## config.mk

```make
export PLATFORM = sky130hd
export DESIGN_NAME = levenshtein_distance_core
export DESIGN_NICKNAME = d
export VERILOG_FILES = /design/src/sv/ldc_pkg.sv /design/src/sv/levenshtein_distance_core.sv /design/src/sv/ldc_front.sv /design/src/sv/ldc_fifo.sv /design/src/sv/ldc_back.sv
export SDC_FILE = /design/constraint.sdc
export NUM_CORES = 2
export LEC_CHECK = 0
export BUFFER_PORTS_ARGS = -buffer_cell sky130_fd_sc_hd__buf_2
export CAP_MARGIN = 20
export CORE_MARGIN = 2
export CORE_UTILIZATION = 46
export CTS_BUF_LIST = sky130_fd_sc_hd__clkbuf_4
export CTS_CLUSTER_DIAMETER = 60
export CTS_CLUSTER_SIZE = 20
export DETAILED_ROUTE_END_ITERATION = 16
export GPL_ROUTABILITY_DRIVEN = 0
export GPL_TIMING_DRIVEN = 1
export PLACE_DENSITY_LB_ADDON = 0.12
export SYNTH_ARGS = -nofsm -noshare
export SYNTH_HDL_FRONTEND = slang
export SYNTH_SLANG_ARGS = --single-unit
```

## constraint.sdc

```tcl
create_clock -name i_clk -period 9.45 [get_ports i_clk]
set_clock_uncertainty 0.05 [all_clocks]
set_input_delay 1.89 -clock i_clk [delete_from_list [all_inputs] [get_ports i_clk]]
set_output_delay 1.89 -clock i_clk [all_outputs]
set_load 0.01 [all_outputs]
```

## src/sv/ldc_pkg.sv

```systemverilog
package ldc_pkg;

    localparam int MAX_LEN    = 64;
    localparam int ADDR_W     = $clog2(MAX_LEN);
    localparam int LEN_W      = $clog2(MAX_LEN + 1);
    localparam int VAL_W      = $clog2(MAX_LEN + 2);
    localparam int DIST_W     = 7;
    localparam int DIST_MAX   = 127;
    localparam int UNIT_W     = 16;
    localparam int FIFO_DEPTH = 4;
    localparam int FIFO_PTR_W = $clog2(FIFO_DEPTH);
    localparam int FIFO_CNT_W = $clog2(FIFO_DEPTH + 1);

    typedef enum logic [1:0] {
        ACT_FIRST   = 2'd0,
        ACT_SECOND  = 2'd1,
        ACT_COMPUTE = 2'd2,
        ACT_NONE    = 2'd3
    } t_action;

    typedef struct packed {
        logic [1:0]        action;
        logic [UNIT_W-1:0] code_unit;
    } t_ld_req;

    typedef struct packed {
        logic [DIST_W-1:0] distance;
        logic              overflow;
    } t_ld_res;

    typedef enum logic [1:0] {
        CMD_FIRST,
        CMD_SECOND,
        CMD_COMPUTE
    } t_cmd_kind;

    typedef struct packed {
        t_cmd_kind         kind;
        logic [UNIT_W-1:0] code_unit;
    } t_cmd;

    typedef struct packed {
        logic push;
        t_cmd cmd;
    } t_push;

    typedef enum logic [1:0] {
        S_IDLE,
        S_ROW,
        S_CELL,
        S_DONE
    } t_back_state;

    function automatic logic [DIST_W-1:0] sat_dist(input logic [VAL_W-1:0] v);
        if (32'(v) > DIST_MAX) begin
            return DIST_W'(DIST_MAX);
        end
        return DIST_W'(v);
    endfunction

endpackage

```

## src/sv/levenshtein_distance_core.sv

```systemverilog
// Append requests are taken by the back end when it is idle; the front end takes one request
// per cycle unless its register is held by a full queue. A compute request runs one score
// cell per cycle over the score row, which has one read and one write port, with a setup
// state before each row; if either string is empty it goes straight to the result. A request
// passes through the front register and the command queue before it reaches the back end.
// Synchronous active-low reset clears lengths, overflow, queue and output valid;
// string and score memories are left unset.
module levenshtein_distance_core (
    input  logic             i_clk,
    input  logic             i_rst_n,
    input  logic             i_in_valid,
    input  ldc_pkg::t_ld_req i_in_req,
    output logic             o_in_stall,
    output logic             o_out_valid,
    output ldc_pkg::t_ld_res o_out_res,
    input  logic             i_out_stall
);
    import ldc_pkg::*;

    t_push w_push;
    logic  w_full;
    logic  w_empty;
    logic  w_pop;
    t_cmd  w_cmd;

    ldc_front u_front (
        .i_clk       (i_clk),
        .i_rst_n     (i_rst_n),
        .i_in_valid  (i_in_valid),
        .i_in_req    (i_in_req),
        .o_in_stall  (o_in_stall),
        .i_fifo_full (w_full),
        .o_push      (w_push)
    );

    ldc_fifo u_fifo (
        .i_clk   (i_clk),
        .i_rst_n (i_rst_n),
        .i_push  (w_push),
        .o_full  (w_full),
        .i_pop   (w_pop),
        .o_cmd   (w_cmd),
        .o_empty (w_empty)
    );

    ldc_back u_back (
        .i_clk       (i_clk),
        .i_rst_n     (i_rst_n),
        .i_cmd       (w_cmd),
        .i_empty     (w_empty),
        .o_pop       (w_pop),
        .o_out_valid (o_out_valid),
        .o_out_res   (o_out_res),
        .i_out_stall (i_out_stall)
    );

endmodule

```

## src/sv/ldc_front.sv

```systemverilog
module ldc_front (
    input  logic             i_clk,
    input  logic             i_rst_n,
    input  logic             i_in_valid,
    input  ldc_pkg::t_ld_req i_in_req,
    output logic             o_in_stall,
    input  logic             i_fifo_full,
    output ldc_pkg::t_push   o_push
);
    import ldc_pkg::*;

    logic  r_valid;
    logic  n_valid;
    t_cmd  r_cmd;
    t_cmd  n_cmd;
    logic  w_push;
    logic  w_take;
    logic  w_keep;

    assign w_push     = r_valid && !i_fifo_full;
    assign o_in_stall = r_valid && i_fifo_full;
    assign w_take     = i_in_valid && !o_in_stall;
    assign w_keep     = (t_action'(i_in_req.action) != ACT_NONE);

    always_comb begin
        n_valid = r_valid && !w_push;
        n_cmd   = r_cmd;
        if (w_take) begin
            n_valid         = w_keep;
            n_cmd.code_unit = i_in_req.code_unit;
            case (t_action'(i_in_req.action))
                ACT_FIRST:   n_cmd.kind = CMD_FIRST;
                ACT_SECOND:  n_cmd.kind = CMD_SECOND;
                ACT_COMPUTE: n_cmd.kind = CMD_COMPUTE;
                default:     n_cmd.kind = CMD_COMPUTE;
            endcase
        end
    end

    always_ff @(posedge i_clk) begin
        if (!i_rst_n) begin
            r_valid <= 1'b0;
        end else begin
            r_valid <= n_valid;
        end
        r_cmd <= n_cmd;
    end

    assign o_push.push = w_push;
    assign o_push.cmd  = r_cmd;

endmodule

```

## src/sv/ldc_fifo.sv

```systemverilog
module ldc_fifo (
    input  logic          i_clk,
    input  logic          i_rst_n,
    input  ldc_pkg::t_push i_push,
    output logic          o_full,
    input  logic          i_pop,
    output ldc_pkg::t_cmd o_cmd,
    output logic          o_empty
);
    import ldc_pkg::*;

    t_cmd                  r_mem [FIFO_DEPTH];
    logic [FIFO_PTR_W-1:0] r_wr_ptr;
    logic [FIFO_PTR_W-1:0] r_rd_ptr;
    logic [FIFO_CNT_W-1:0] r_count;
    logic                  w_wr;
    logic                  w_rd;

    assign o_full  = (r_count == FIFO_CNT_W'(FIFO_DEPTH));
    assign o_empty = (r_count == '0);
    assign w_wr    = i_push.push && !o_full;
    assign w_rd    = i_pop && !o_empty;
    assign o_cmd   = r_mem[r_rd_ptr];

    always_ff @(posedge i_clk) begin
        if (!i_rst_n) begin
            r_wr_ptr <= '0;
            r_rd_ptr <= '0;
            r_count  <= '0;
        end else begin
            if (w_wr) begin
                r_wr_ptr <= r_wr_ptr + FIFO_PTR_W'(1);
            end
            if (w_rd) begin
                r_rd_ptr <= r_rd_ptr + FIFO_PTR_W'(1);
            end
            if (w_wr && !w_rd) begin
                r_count <= r_count + FIFO_CNT_W'(1);
            end else if (w_rd && !w_wr) begin
                r_count <= r_count - FIFO_CNT_W'(1);
            end
        end
        if (w_wr) begin
            r_mem[r_wr_ptr] <= i_push.cmd;
        end
    end

endmodule

```

## src/sv/ldc_back.sv

```systemverilog
module ldc_back (
    input  logic             i_clk,
    input  logic             i_rst_n,
    input  ldc_pkg::t_cmd    i_cmd,
    input  logic             i_empty,
    output logic             o_pop,
    output logic             o_out_valid,
    output ldc_pkg::t_ld_res o_out_res,
    input  logic             i_out_stall
);
    import ldc_pkg::*;

    t_back_state r_state;
    t_back_state n_state;

    logic [UNIT_W-1:0] r_first_text  [MAX_LEN];
    logic [UNIT_W-1:0] r_second_text [MAX_LEN];
    logic [VAL_W-1:0]  r_row         [MAX_LEN];
    logic [UNIT_W-1:0] r_ft_q;
    logic [UNIT_W-1:0] r_st_q;
    logic [VAL_W-1:0]  r_row_q;

    logic [LEN_W-1:0]  r_first_len;
    logic [LEN_W-1:0]  r_second_len;
    logic              r_ovf;
    logic [LEN_W-1:0]  r_i;
    logic [LEN_W-1:0]  r_j;
    logic [VAL_W-1:0]  r_left;
    logic [VAL_W-1:0]  r_diag;
    logic [VAL_W-1:0]  r_dist;
    logic              r_out_valid;
    t_ld_res           r_out;

    logic              w_take_cmd;
    logic              w_load_out;
    logic [ADDR_W-1:0] w_ft_ra;
    logic [ADDR_W-1:0] w_col_ra;
    logic [LEN_W-1:0]  w_i_m1;
    logic [LEN_W-1:0]  w_j_m1;
    logic              w_lens_zero;
    logic              w_row_end;
    logic              w_last_row;
    logic [VAL_W-1:0]  w_up;
    logic [VAL_W-1:0]  w_a;
    logic [VAL_W-1:0]  w_b;
    logic [VAL_W-1:0]  w_c;
    logic [VAL_W-1:0]  w_val;

    assign w_i_m1      = r_i - LEN_W'(1);
    assign w_j_m1      = r_j - LEN_W'(1);
    assign w_lens_zero = (r_first_len == '0) || (r_second_len == '0);
    assign w_row_end   = (r_j == r_second_len);
    assign w_last_row  = (r_i == r_first_len);

    assign w_up  = (r_i == LEN_W'(1)) ? VAL_W'(r_j) : r_row_q;
    assign w_a   = r_left + VAL_W'(1);
    assign w_b   = w_up + VAL_W'(1);
    assign w_c   = r_diag + VAL_W'(r_ft_q != r_st_q);

    always_comb begin
        w_val = (w_a < w_b) ? w_a : w_b;
        if (w_c < w_val) begin
            w_val = w_c;
        end
    end

    always_comb begin
        n_state = r_state;
        case (r_state)
            S_IDLE: begin
                if (!i_empty && i_cmd.kind == CMD_COMPUTE) begin
                    n_state = w_lens_zero ? S_DONE : S_ROW;
                end
            end
            S_ROW:  n_state = S_CELL;
            S_CELL: begin
                if (w_row_end) begin
                    n_state = w_last_row ? S_DONE : S_ROW;
                end
            end
            S_DONE: begin
                if (!r_out_valid || !i_out_stall) begin
                    n_state = S_IDLE;
                end
            end
            default: n_state = S_IDLE;
        endcase
    end

    always_comb begin
        w_take_cmd = 1'b0;
        w_load_out = 1'b0;
        w_ft_ra    = w_i_m1[ADDR_W-1:0];
        w_col_ra   = '0;
        case (r_state)
            S_IDLE: w_take_cmd = !i_empty;
            S_ROW:  w_col_ra   = '0;
            S_CELL: w_col_ra   = r_j[ADDR_W-1:0];
            S_DONE: w_load_out = !r_out_valid || !i_out_stall;
            default: w_take_cmd = 1'b0;
        endcase
    end

    assign o_pop = w_take_cmd;

    always_ff @(posedge i_clk) begin
        if (w_take_cmd && i_cmd.kind == CMD_FIRST && r_first_len < LEN_W'(MAX_LEN)) begin
            r_first_text[r_first_len[ADDR_W-1:0]] <= i_cmd.code_unit;
        end
        if (w_take_cmd && i_cmd.kind == CMD_SECOND && r_second_len < LEN_W'(MAX_LEN)) begin
            r_second_text[r_second_len[ADDR_W-1:0]] <= i_cmd.code_unit;
        end
        if (r_state == S_CELL) begin
            r_row[w_j_m1[ADDR_W-1:0]] <= w_val;
        end
        r_ft_q  <= r_first_text[w_ft_ra];
        r_st_q  <= r_second_text[w_col_ra];
        r_row_q <= r_row[w_col_ra];
    end

    always_ff @(posedge i_clk) begin
        if (!i_rst_n) begin
            r_state      <= S_IDLE;
            r_first_len  <= '0;
            r_second_len <= '0;
            r_ovf        <= 1'b0;
            r_out_valid  <= 1'b0;
        end else begin
            r_state <= n_state;
            if (w_take_cmd) begin
                case (i_cmd.kind)
                    CMD_FIRST: begin
                        if (r_first_len < LEN_W'(MAX_LEN)) begin
                            r_first_len <= r_first_len + LEN_W'(1);
                        end else begin
                            r_ovf <= 1'b1;
                        end
                    end
                    CMD_SECOND: begin
                        if (r_second_len < LEN_W'(MAX_LEN)) begin
                            r_second_len <= r_second_len + LEN_W'(1);
                        end else begin
                            r_ovf <= 1'b1;
                        end
                    end
                    default: begin
                    end
                endcase
            end
            if (w_load_out) begin
                r_out_valid  <= 1'b1;
                r_first_len  <= '0;
                r_second_len <= '0;
                r_ovf        <= 1'b0;
            end else if (!i_out_stall) begin
                r_out_valid <= 1'b0;
            end
        end
    end

    always_ff @(posedge i_clk) begin
        if (w_take_cmd && i_cmd.kind == CMD_COMPUTE) begin
            r_i    <= LEN_W'(1);
            r_dist <= (r_first_len == '0) ? VAL_W'(r_second_len) : VAL_W'(r_first_len);
        end
        if (r_state == S_ROW) begin
            r_j    <= LEN_W'(1);
            r_left <= VAL_W'(r_i);
            r_diag <= VAL_W'(w_i_m1);
        end
        if (r_state == S_CELL) begin
            r_left <= w_val;
            r_diag <= w_up;
            r_j    <= r_j + LEN_W'(1);
            if (w_row_end) begin
                r_i    <= r_i + LEN_W'(1);
                r_dist <= w_val;
            end
        end
        if (w_load_out) begin
            r_out.distance <= sat_dist(r_dist);
            r_out.overflow <= r_ovf;
        end
    end

    assign o_out_valid = r_out_valid;
    assign o_out_res   = r_out;

endmodule
```

Word-level counts from Yosys, hierarchy flattened
Memory sizes are Yosys's and may differ from the RTL's. A register that Yosys moved wholly into a read port is not among the register bits.
Index checks and enable logic that the tools add are counted.
{"block": "classes", "addsub": 13, "mul": 0, "n_div": 0, "magnitude_cmp": 4, "eq_ne": 18, "shifts": 0, "mux": 44, "bitwise_logic": 1, "n_reduce_logical": 38}
{"op": "$mux W7", "count": 16}
{"op": "$add A7 B1 Y7 const B", "count": 6}
{"op": "$ne A16 B16 Y1", "count": 1}
{"op": "$mux W1", "count": 15}
{"op": "$eq A7 B7 Y1", "count": 2}
{"op": "$logic_and A1 B1 Y1", "count": 14}
{"op": "$logic_not A7 Y1", "count": 2}
{"op": "$lt A7 B7 Y1", "count": 2}
{"op": "$lt A7 B7 Y1 const B", "count": 2}
{"op": "$mux W2", "count": 7}
{"op": "$reduce_and A3 Y1", "count": 3}
{"op": "$logic_not A1 Y1", "count": 8}
{"op": "$ne A2 B1 Y1 const B", "count": 4}
{"op": "$pmux W2 S4", "count": 1}
{"op": "$add A7 B1 Y7", "count": 1}
{"op": "$eq A7 B1 Y1 const B", "count": 1}
{"op": "$sub A7 B1 Y7 const B", "count": 1}
{"op": "$eq A2 B1 Y1 const B", "count": 3}
{"op": "$eq A2 B2 Y1 const B", "count": 3}
{"op": "$logic_not A2 Y1", "count": 3}
{"op": "$mux W3", "count": 2}
{"op": "$mux W6", "count": 1}
{"op": "$ne A2 B2 Y1 const B", "count": 3}
{"op": "$reduce_bool A2 Y1", "count": 3}
{"op": "other kinds (12)", "count": 14}
{"block": "word_totals", "ff_bits": 87, "latch_bits": 0, "mem_bits_rw": 2568, "rom_bits": 0, "inputBits": 22, "word_cells": 140, "memories": 4}
{"memory": "u_back.r_first_text", "words": 64, "word_bits": 16, "read_ports": 1, "rd_ports_with_merged_regs": 1, "write_ports": 1, "line": "ldc_back.sv:16", "rtl": "logic [UNIT_W-1:0] r_first_text [MAX_LEN];"}
{"memory": "u_back.r_second_text", "words": 64, "word_bits": 16, "read_ports": 1, "rd_ports_with_merged_regs": 1, "write_ports": 1, "line": "ldc_back.sv:17", "rtl": "logic [UNIT_W-1:0] r_second_text [MAX_LEN];"}
{"memory": "u_back.r_row", "words": 64, "word_bits": 7, "read_ports": 1, "rd_ports_with_merged_regs": 1, "write_ports": 1, "line": "ldc_back.sv:18", "rtl": "logic [VAL_W-1:0] r_row [MAX_LEN];"}
{"memory": "u_fifo.r_mem", "words": 4, "word_bits": 18, "read_ports": 1, "rd_ports_with_merged_regs": 1, "write_ports": 1, "line": "ldc_fifo.sv:12", "rtl": "t_cmd r_mem [FIFO_DEPTH];"}

Logic depth before layout (Yosys ltp)
{"block": "logic_depth", "depth_word": 9, "ltp_mapped": 26, "ltp_nobuf": 24}

Hierarchy
A second synthesis with hierarchy kept.
{"block": "hier_totals", "hier_cells": 5217, "hier_area_um2": 104283.8}
{"mod": "ldc_back", "instances": 1, "cells_each": 5048, "area_each_um2": 100576.5, "seq_area_each_um2": 77244.1}
{"mod": "ldc_fifo", "instances": 1, "cells_each": 142, "area_each_um2": 3091.7, "seq_area_each_um2": 2342.2}
{"mod": "ldc_front", "instances": 1, "cells_each": 27, "area_each_um2": 615.6, "seq_area_each_um2": 560.5}

Worst setup path before layout
No wires, ideal clock.
{"block": "synth_path", "path_type": "reg-to-reg", "start": "register u_back.r_i[1]", "end": "memory u_back.r_row[0][5] (netlist name) (data pin)", "setup_time_ns": 0.575, "arrival_time_ns": 6.678, "required_ns": 8.825, "slack_ns": 2.148, "path_stages_with_launch": 25, "synth_period_minus_slack_ns": 7.302, "cell_sequence": "dfxtp_1 inv_1 ha_1 nor4b_1 nand2_1 clkbuf_1 nand2_1 o21ai_0 ha_1 xor2_1 ha_1 a21o_1 a21o_2 or3b_1 buf_2 and3_1 buf_6 a21o_2 ha_1 a21o_1 a21oi_1 nand2_1 a311oi_1 a211oi_4 mux2i_1"}
{"block": "synth_between", "elab_chain_cells": 7}
{"item": "start, declared", "line": "ldc_back.sv:26", "rtl": "logic [LEN_W-1:0] r_i;"}
{"item": "start signal, assigned", "line": "ldc_back.sv:176", "rtl": "r_i <= r_i + LEN_W'(1);"}
{"item": "$eq A7 B1 Y1 *", "line": "ldc_back.sv:55", "rtl": "assign w_up = (r_i == LEN_W'(1)) ? VAL_W'(r_j) : r_row_q;"}
{"item": "$mux W7 *", "line": "ldc_back.sv:55"}
{"item": "$add A7 B1 Y7 *", "line": "ldc_back.sv:57", "rtl": "assign w_b = w_up + VAL_W'(1);"}
{"item": "$lt A7 B7 Y1", "line": "ldc_back.sv:61", "rtl": "w_val = (w_a < w_b) ? w_a : w_b;"}
{"item": "$mux W7 *", "line": "ldc_back.sv:61"}
{"item": "$lt A7 B7 Y1", "line": "ldc_back.sv:62", "rtl": "if (w_c < w_val) begin"}
{"item": "$mux W7 *", "line": "ldc_back.sv:62"}
{"item": "named net u_back.w_val[5]", "line": "ldc_back.sv:47", "rtl": "logic [VAL_W-1:0] w_val;"}
{"item": "end, declared", "line": "ldc_back.sv:18"}
Mark *: on every way through the listed nets, which the timed path passes. The rest lies on a longest branch.

Worst setup path in the final report
{"block": "layout_path", "start": "register u_back.r_i[0]", "end": "memory u_back.r_row[53][3] (netlist name) (data pin)"}
The elaborated chain is that of the path after synthesis.

==> results by stage <==
Routing:
- The detailed-route vias per instance is 6.00.
- The number of DRC violations after detailed-routing iteration 0 is 5,871.
- The first detailed-routing pass ran for 6 iterations.
- In the routed design, unresolved DRC markers number 0.
- Across all layers, the routed design uses 50,800 vias.
- The final wirelength is 260,000 um.
- In this run the remaining antenna-violating nets after routing total 0.
- After detailed routing, the average wire length per cell comes to 30.7 um.

CTS:
- The clock transition at the register clock pins on the worst setup and hold paths after CTS is 0.18 ns.
- Clock tree synthesis inserted a total of 183 buffers.
- The master cell of the clock root buffer is sky130_fd_sc_hd__clkbuf_4.
- The number of buffers added to fix hold violations after cts is 0.
- TritonCTS built the clock tree.
- The clock drives 2,696 sinks.
- The post-cts resize count is 0.
- The clock tree synthesis step divided the H-tree into 4 levels.
- The number of setup buffers added after CTS is 0.
- For the worst-skew pair, the clock arrives at the later sink with an insertion delay of 1.39 ns.
- The maximum buffer depth of the clock tree is 3.

Synthesis:
- The number of distinct standard cells referenced by the synthesized netlist is 62.
- The mean cell area of the mapped netlist is 19.9 sq um.
- The net count after synthesis is 5,277.
- Yosys mapped a number of flops with a built-in enable equal to 2,615.
- The top cell type by area accounts for 75.4% of the synthesized area.
- Summing the sequential cell areas from Yosys gives 76.9% of the chip area.
- The biggest area consumer among synthesized cells is sky130_fd_sc_hd__edfxtp_1.
- Among all cell types in the netlist, the one instantiated most often is sky130_fd_sc_hd__edfxtp_1.
- The count of state elements after synthesis is 2,696.
- Ranked by instance count, the synthesized netlist is headed by sky130_fd_sc_hd__edfxtp_1 (2,615), sky130_fd_sc_hd__mux4_2 (540), sky130_fd_sc_hd__nor2_1 (255).
- The proportion of synthesized flip-flops having asynchronous set or reset is 0%.
- The number of warning messages in the yosys log is 0.
- Among all flip-flop cells after synthesis, the most frequent one is sky130_fd_sc_hd__edfxtp_1.
- The number of instances in the synthesized netlist is 5,221.
- After synthesis the cells add up to 0.104 sq mm.
- Ranked by total cell area, the synthesized netlist is headed by sky130_fd_sc_hd__edfxtp_1 (75%), sky130_fd_sc_hd__mux4_2 (12%), sky130_fd_sc_hd__mux2i_1 (1.9%).

STA:
- Setup violations remaining at the end of the flow were counted as 0.
- Across all hold checks on the routed design, the worst slack comes to 0.415 ns.
- After routing, the total negative slack on setup checks comes to 0 ns.
- The max-slew violation total from the final report came to 0.
- Setup repair after global routing left no endpoint under its margin.
- The final critical-path required period is 7.77 ns.
- Derived from the worst setup path, the maximum achievable clock frequency is 0.129 GHz.
- The final hold violation count is 0.
- The tightest slew margin relative to the limit is 21.6%.
- For the pin with the worst max-slew slack, the measured transition is 1.18 ns.
- The part of the cycle the worst path needs is 82.3%.

Die:
- From bottom edge to top edge, the die measures 480 um.
- In this run the horizontal extent of the chip is 480 um.
- The initial utilization of the core area, before any placement, comes to 46.3%.
- The total die area is 0.230 sq mm.
- The initialized floorplan defines 174 standard-cell rows.
- The placeable core area is 0.225 sq mm.
- During I/O placement, the number of pins put on the boundary was 32.

Critical path:
- The startpoint type of the worst setup path is a flip-flop.
- The most frequent cell on the critical path is sky130_fd_sc_hd__ha_1.
- Data on the critical path is required at its endpoint by 10.55 ns.
- The origin of the worst setup path is u_back.r_i[0].
- The delay of the slowest cell on the worst path is 0.87 ns.
- The sort of element at the end of the critical path is a flip-flop.
- The worst register-to-register path begins at u_back.r_i[0].
- The end of the worst register-to-register path is u_back.r_row[53][3].
- The data arrival time at the worst-slack endpoint is 8.87 ns.
- The classification of the worst setup path is flip-flop to flip-flop.
- In this run the worst setup path terminates at u_back.r_row[53][3].
- Measured in cells, the most critical reg-to-reg path has a length of 21.
- The register-to-register setup slack is 1.68 ns.
- The signal on the critical path passes through ha_1 -> nor4b_1 -> nand2_1 -> o21ai_0 -> ha_1 -> xor2_1 -> ha_1 -> a21o_1 -> a21o_2 -> or3b_1 -> and3_1 -> o21ai_0 -> ha_1 -> a21o_1 -> a21o_1 -> a21oi_1 -> nand2_1 -> a311oi_1 -> a211oi_4 -> mux2i_4 -> buf_4.
- On the critical path, the stage with the largest delay is an instance of sky130_fd_sc_hd__mux2i_4.
- Of all nets on the critical path, the largest fanout is 40.

Global route:
- In the global route stage, met2 resource usage came out at 37.1%.
- The busiest metal layer after global routing is met2.
- The total overflow left after global routing is 0.
- For met3 alone, demand over resource in global routing was 3.02%.
- The met1 usage is 32.6%.
- The first global-routing pass estimated 375,000 um of wire.
- The via count of the first global-routing pass is 50,800.
- Entering global routing, the biggest net connects 141 pins.
- The number of antenna violations at the first check in global routing is 12.
- The global routing usage summed across all routing layers is 22.6%.

Outcome:
- The run finished with clean final reports.

Power:
- In this run the static leakage power is 35.4 nW.
- The worst vdd rail ir drop is 539 uV.
- Dividing total power by cell area gives a power density of 300 mW/mm^2.

Placement:
- The HPWL reported at the end of detailed placement is 151,000 um.
- Port buffering added 31 buffers.

Job:
- The max-cap check violation count is 0.

Final layout:
- The final net count is 5,380.
- Of the cells placed in the final design, the portion with a size suffix greater than 1 is 21.4%.
- The layout filler cell count is 18,200.
- The growth of design area from synthesis to finish is 7.40%.

Min path:
- The cell depth of the worst min-delay path is 0.
- The worst hold path belongs to the class flip-flop to flip-flop.
- The worst hold path begins at u_back.r_dist[4].
==> state kept, by name, summed over array words and instances, names as in the netlist, 8 cells and up, named ones only <==
register and cells:
u_back.r_second_text 1024, u_front.o_push 18, u_back.r_row 448, u_back.r_st_q 16, u_back.r_first_text 1024, u_back.r_ft_q 16, u_back.o_out_res 8, u_fifo.r_mem 72
==> power by group <==
| part | total (mW) | internal [mW] | switching [mW] |
|---|---|---|---|
| Clock | 5.55 | 1.73 | 3.82 |
| Sequential | 16.7 | 16.5 | 0.240 |
| Combinational | 11.3 | 3.49 | 7.83 |
==> layer usage <==
layer	share of wire (%)	up-vias	wire length [um]
li1	-	21800	-
met1	44	27400	113000
met2	50	1434	129000
met3	5.2	255	13500
met4	1.6	4	4250
met5	0.010	-	27
==> placed cells by master, fill, tap and decap left out, types with 26 or more instances in the layout <==
cell / instances
sky130_fd_sc_hd__dfxtp_1: 80
sky130_fd_sc_hd__edfxtp_1: 2615
sky130_fd_sc_hd__nor3_1: 78
sky130_fd_sc_hd__o22ai_1: 184
sky130_fd_sc_hd__clkbuf_4: 206
sky130_fd_sc_hd__ha_1: 31
sky130_fd_sc_hd__nand3_1: 70
sky130_fd_sc_hd__o311ai_0: 45
sky130_fd_sc_hd__a21oi_1: 30
sky130_fd_sc_hd__buf_2: 32
sky130_fd_sc_hd__mux2i_1: 197
sky130_fd_sc_hd__nand2_1: 235
sky130_fd_sc_hd__a211oi_1: 184
sky130_fd_sc_hd__mux4_2: 524
sky130_fd_sc_hd__o21ai_0: 26
sky130_fd_sc_hd__a31oi_1: 32
sky130_fd_sc_hd__inv_1: 27
sky130_fd_sc_hd__nor2_1: 237
sky130_fd_sc_hd__buf_4: 196
sky130_fd_sc_hd__a311oi_1: 45
sky130_fd_sc_hd__xor2_1: 43
==> final cells by class <==
cell class | count | area [sq um] | share of cell area (%)
Clock inverter | 114 | 1390 | 1.24
Multi-Input combinational cell | 2171 | 23000 | 20.5
Sequential cell | 2696 | 80200 | 71.7
Inverter | 30 | 120 | 0.107
Tap cell | 2992 | 3740 | 3.35
Clock buffer | 206 | 1550 | 1.38
Antenna cell | 15 | 37.5 | 0.0336
Timing Repair Buffer | 242 | 1910 | 1.71
==> worst min-delay path by stage <==
stage,end
2_1_floorplan,u_back.o_out_res[1]
3_3_place_gp,u_back.o_out_res[5]
3_5_place_dp,u_back.o_out_res[5]
4_1_cts,u_back.o_out_res[5]
5_1_grt,u_back.o_out_res[5]
6_report,u_back.o_out_res[5]
==> kinds of logic (layout without fill, tap and decap cells) <==
kind of cell / count (synthesis) / in the layout / synth area share (%)
adder cells (fa/ha/maj): 34 / 34 / 0.416
buffers and inverters: 354 / 592 / 1.30
XOR/XNOR: 72 / 72 / 0.605
other: 0 / 15 / 0
AO/OA/AOI/OAI: 580 / 580 / 3.92
multiplexers: 757 / 757 / 13.8
AND/OR/NAND/NOR: 728 / 728 / 3.03
flip-flops: 2696 / 2696 / 76.9
==> per-stage QoR <==
step	cell area (sq um)	util, %	std cells	power (mW)	worst slack [ns]
after global routing	112000	49.7	8464	35.0	0.987
final	112000	49.7	8466	33.6	1.68
after floorplan	104000	-	5221	23.5	2.15
after CTS	112000	49.7	8448	33.8	1.65
after detailed placement	109000	48.4	8128	28.4	1.69
after global placement	109000	48.4	8124	28.2	1.72
==> critical path, delay by kind of cell, from the launching register on <==
family / cells / cell delay, ns
simple gates: 5 / 2.03
buf+inv: 1 / 0.48
fa+ha+maj: 4 / 0.95
compound gates: 9 / 2.25
xor+xnor: 1 / 0.21
mux: 1 / 0.87
flops: 1 / 0.65
Power figures use the tool's default switching activity.
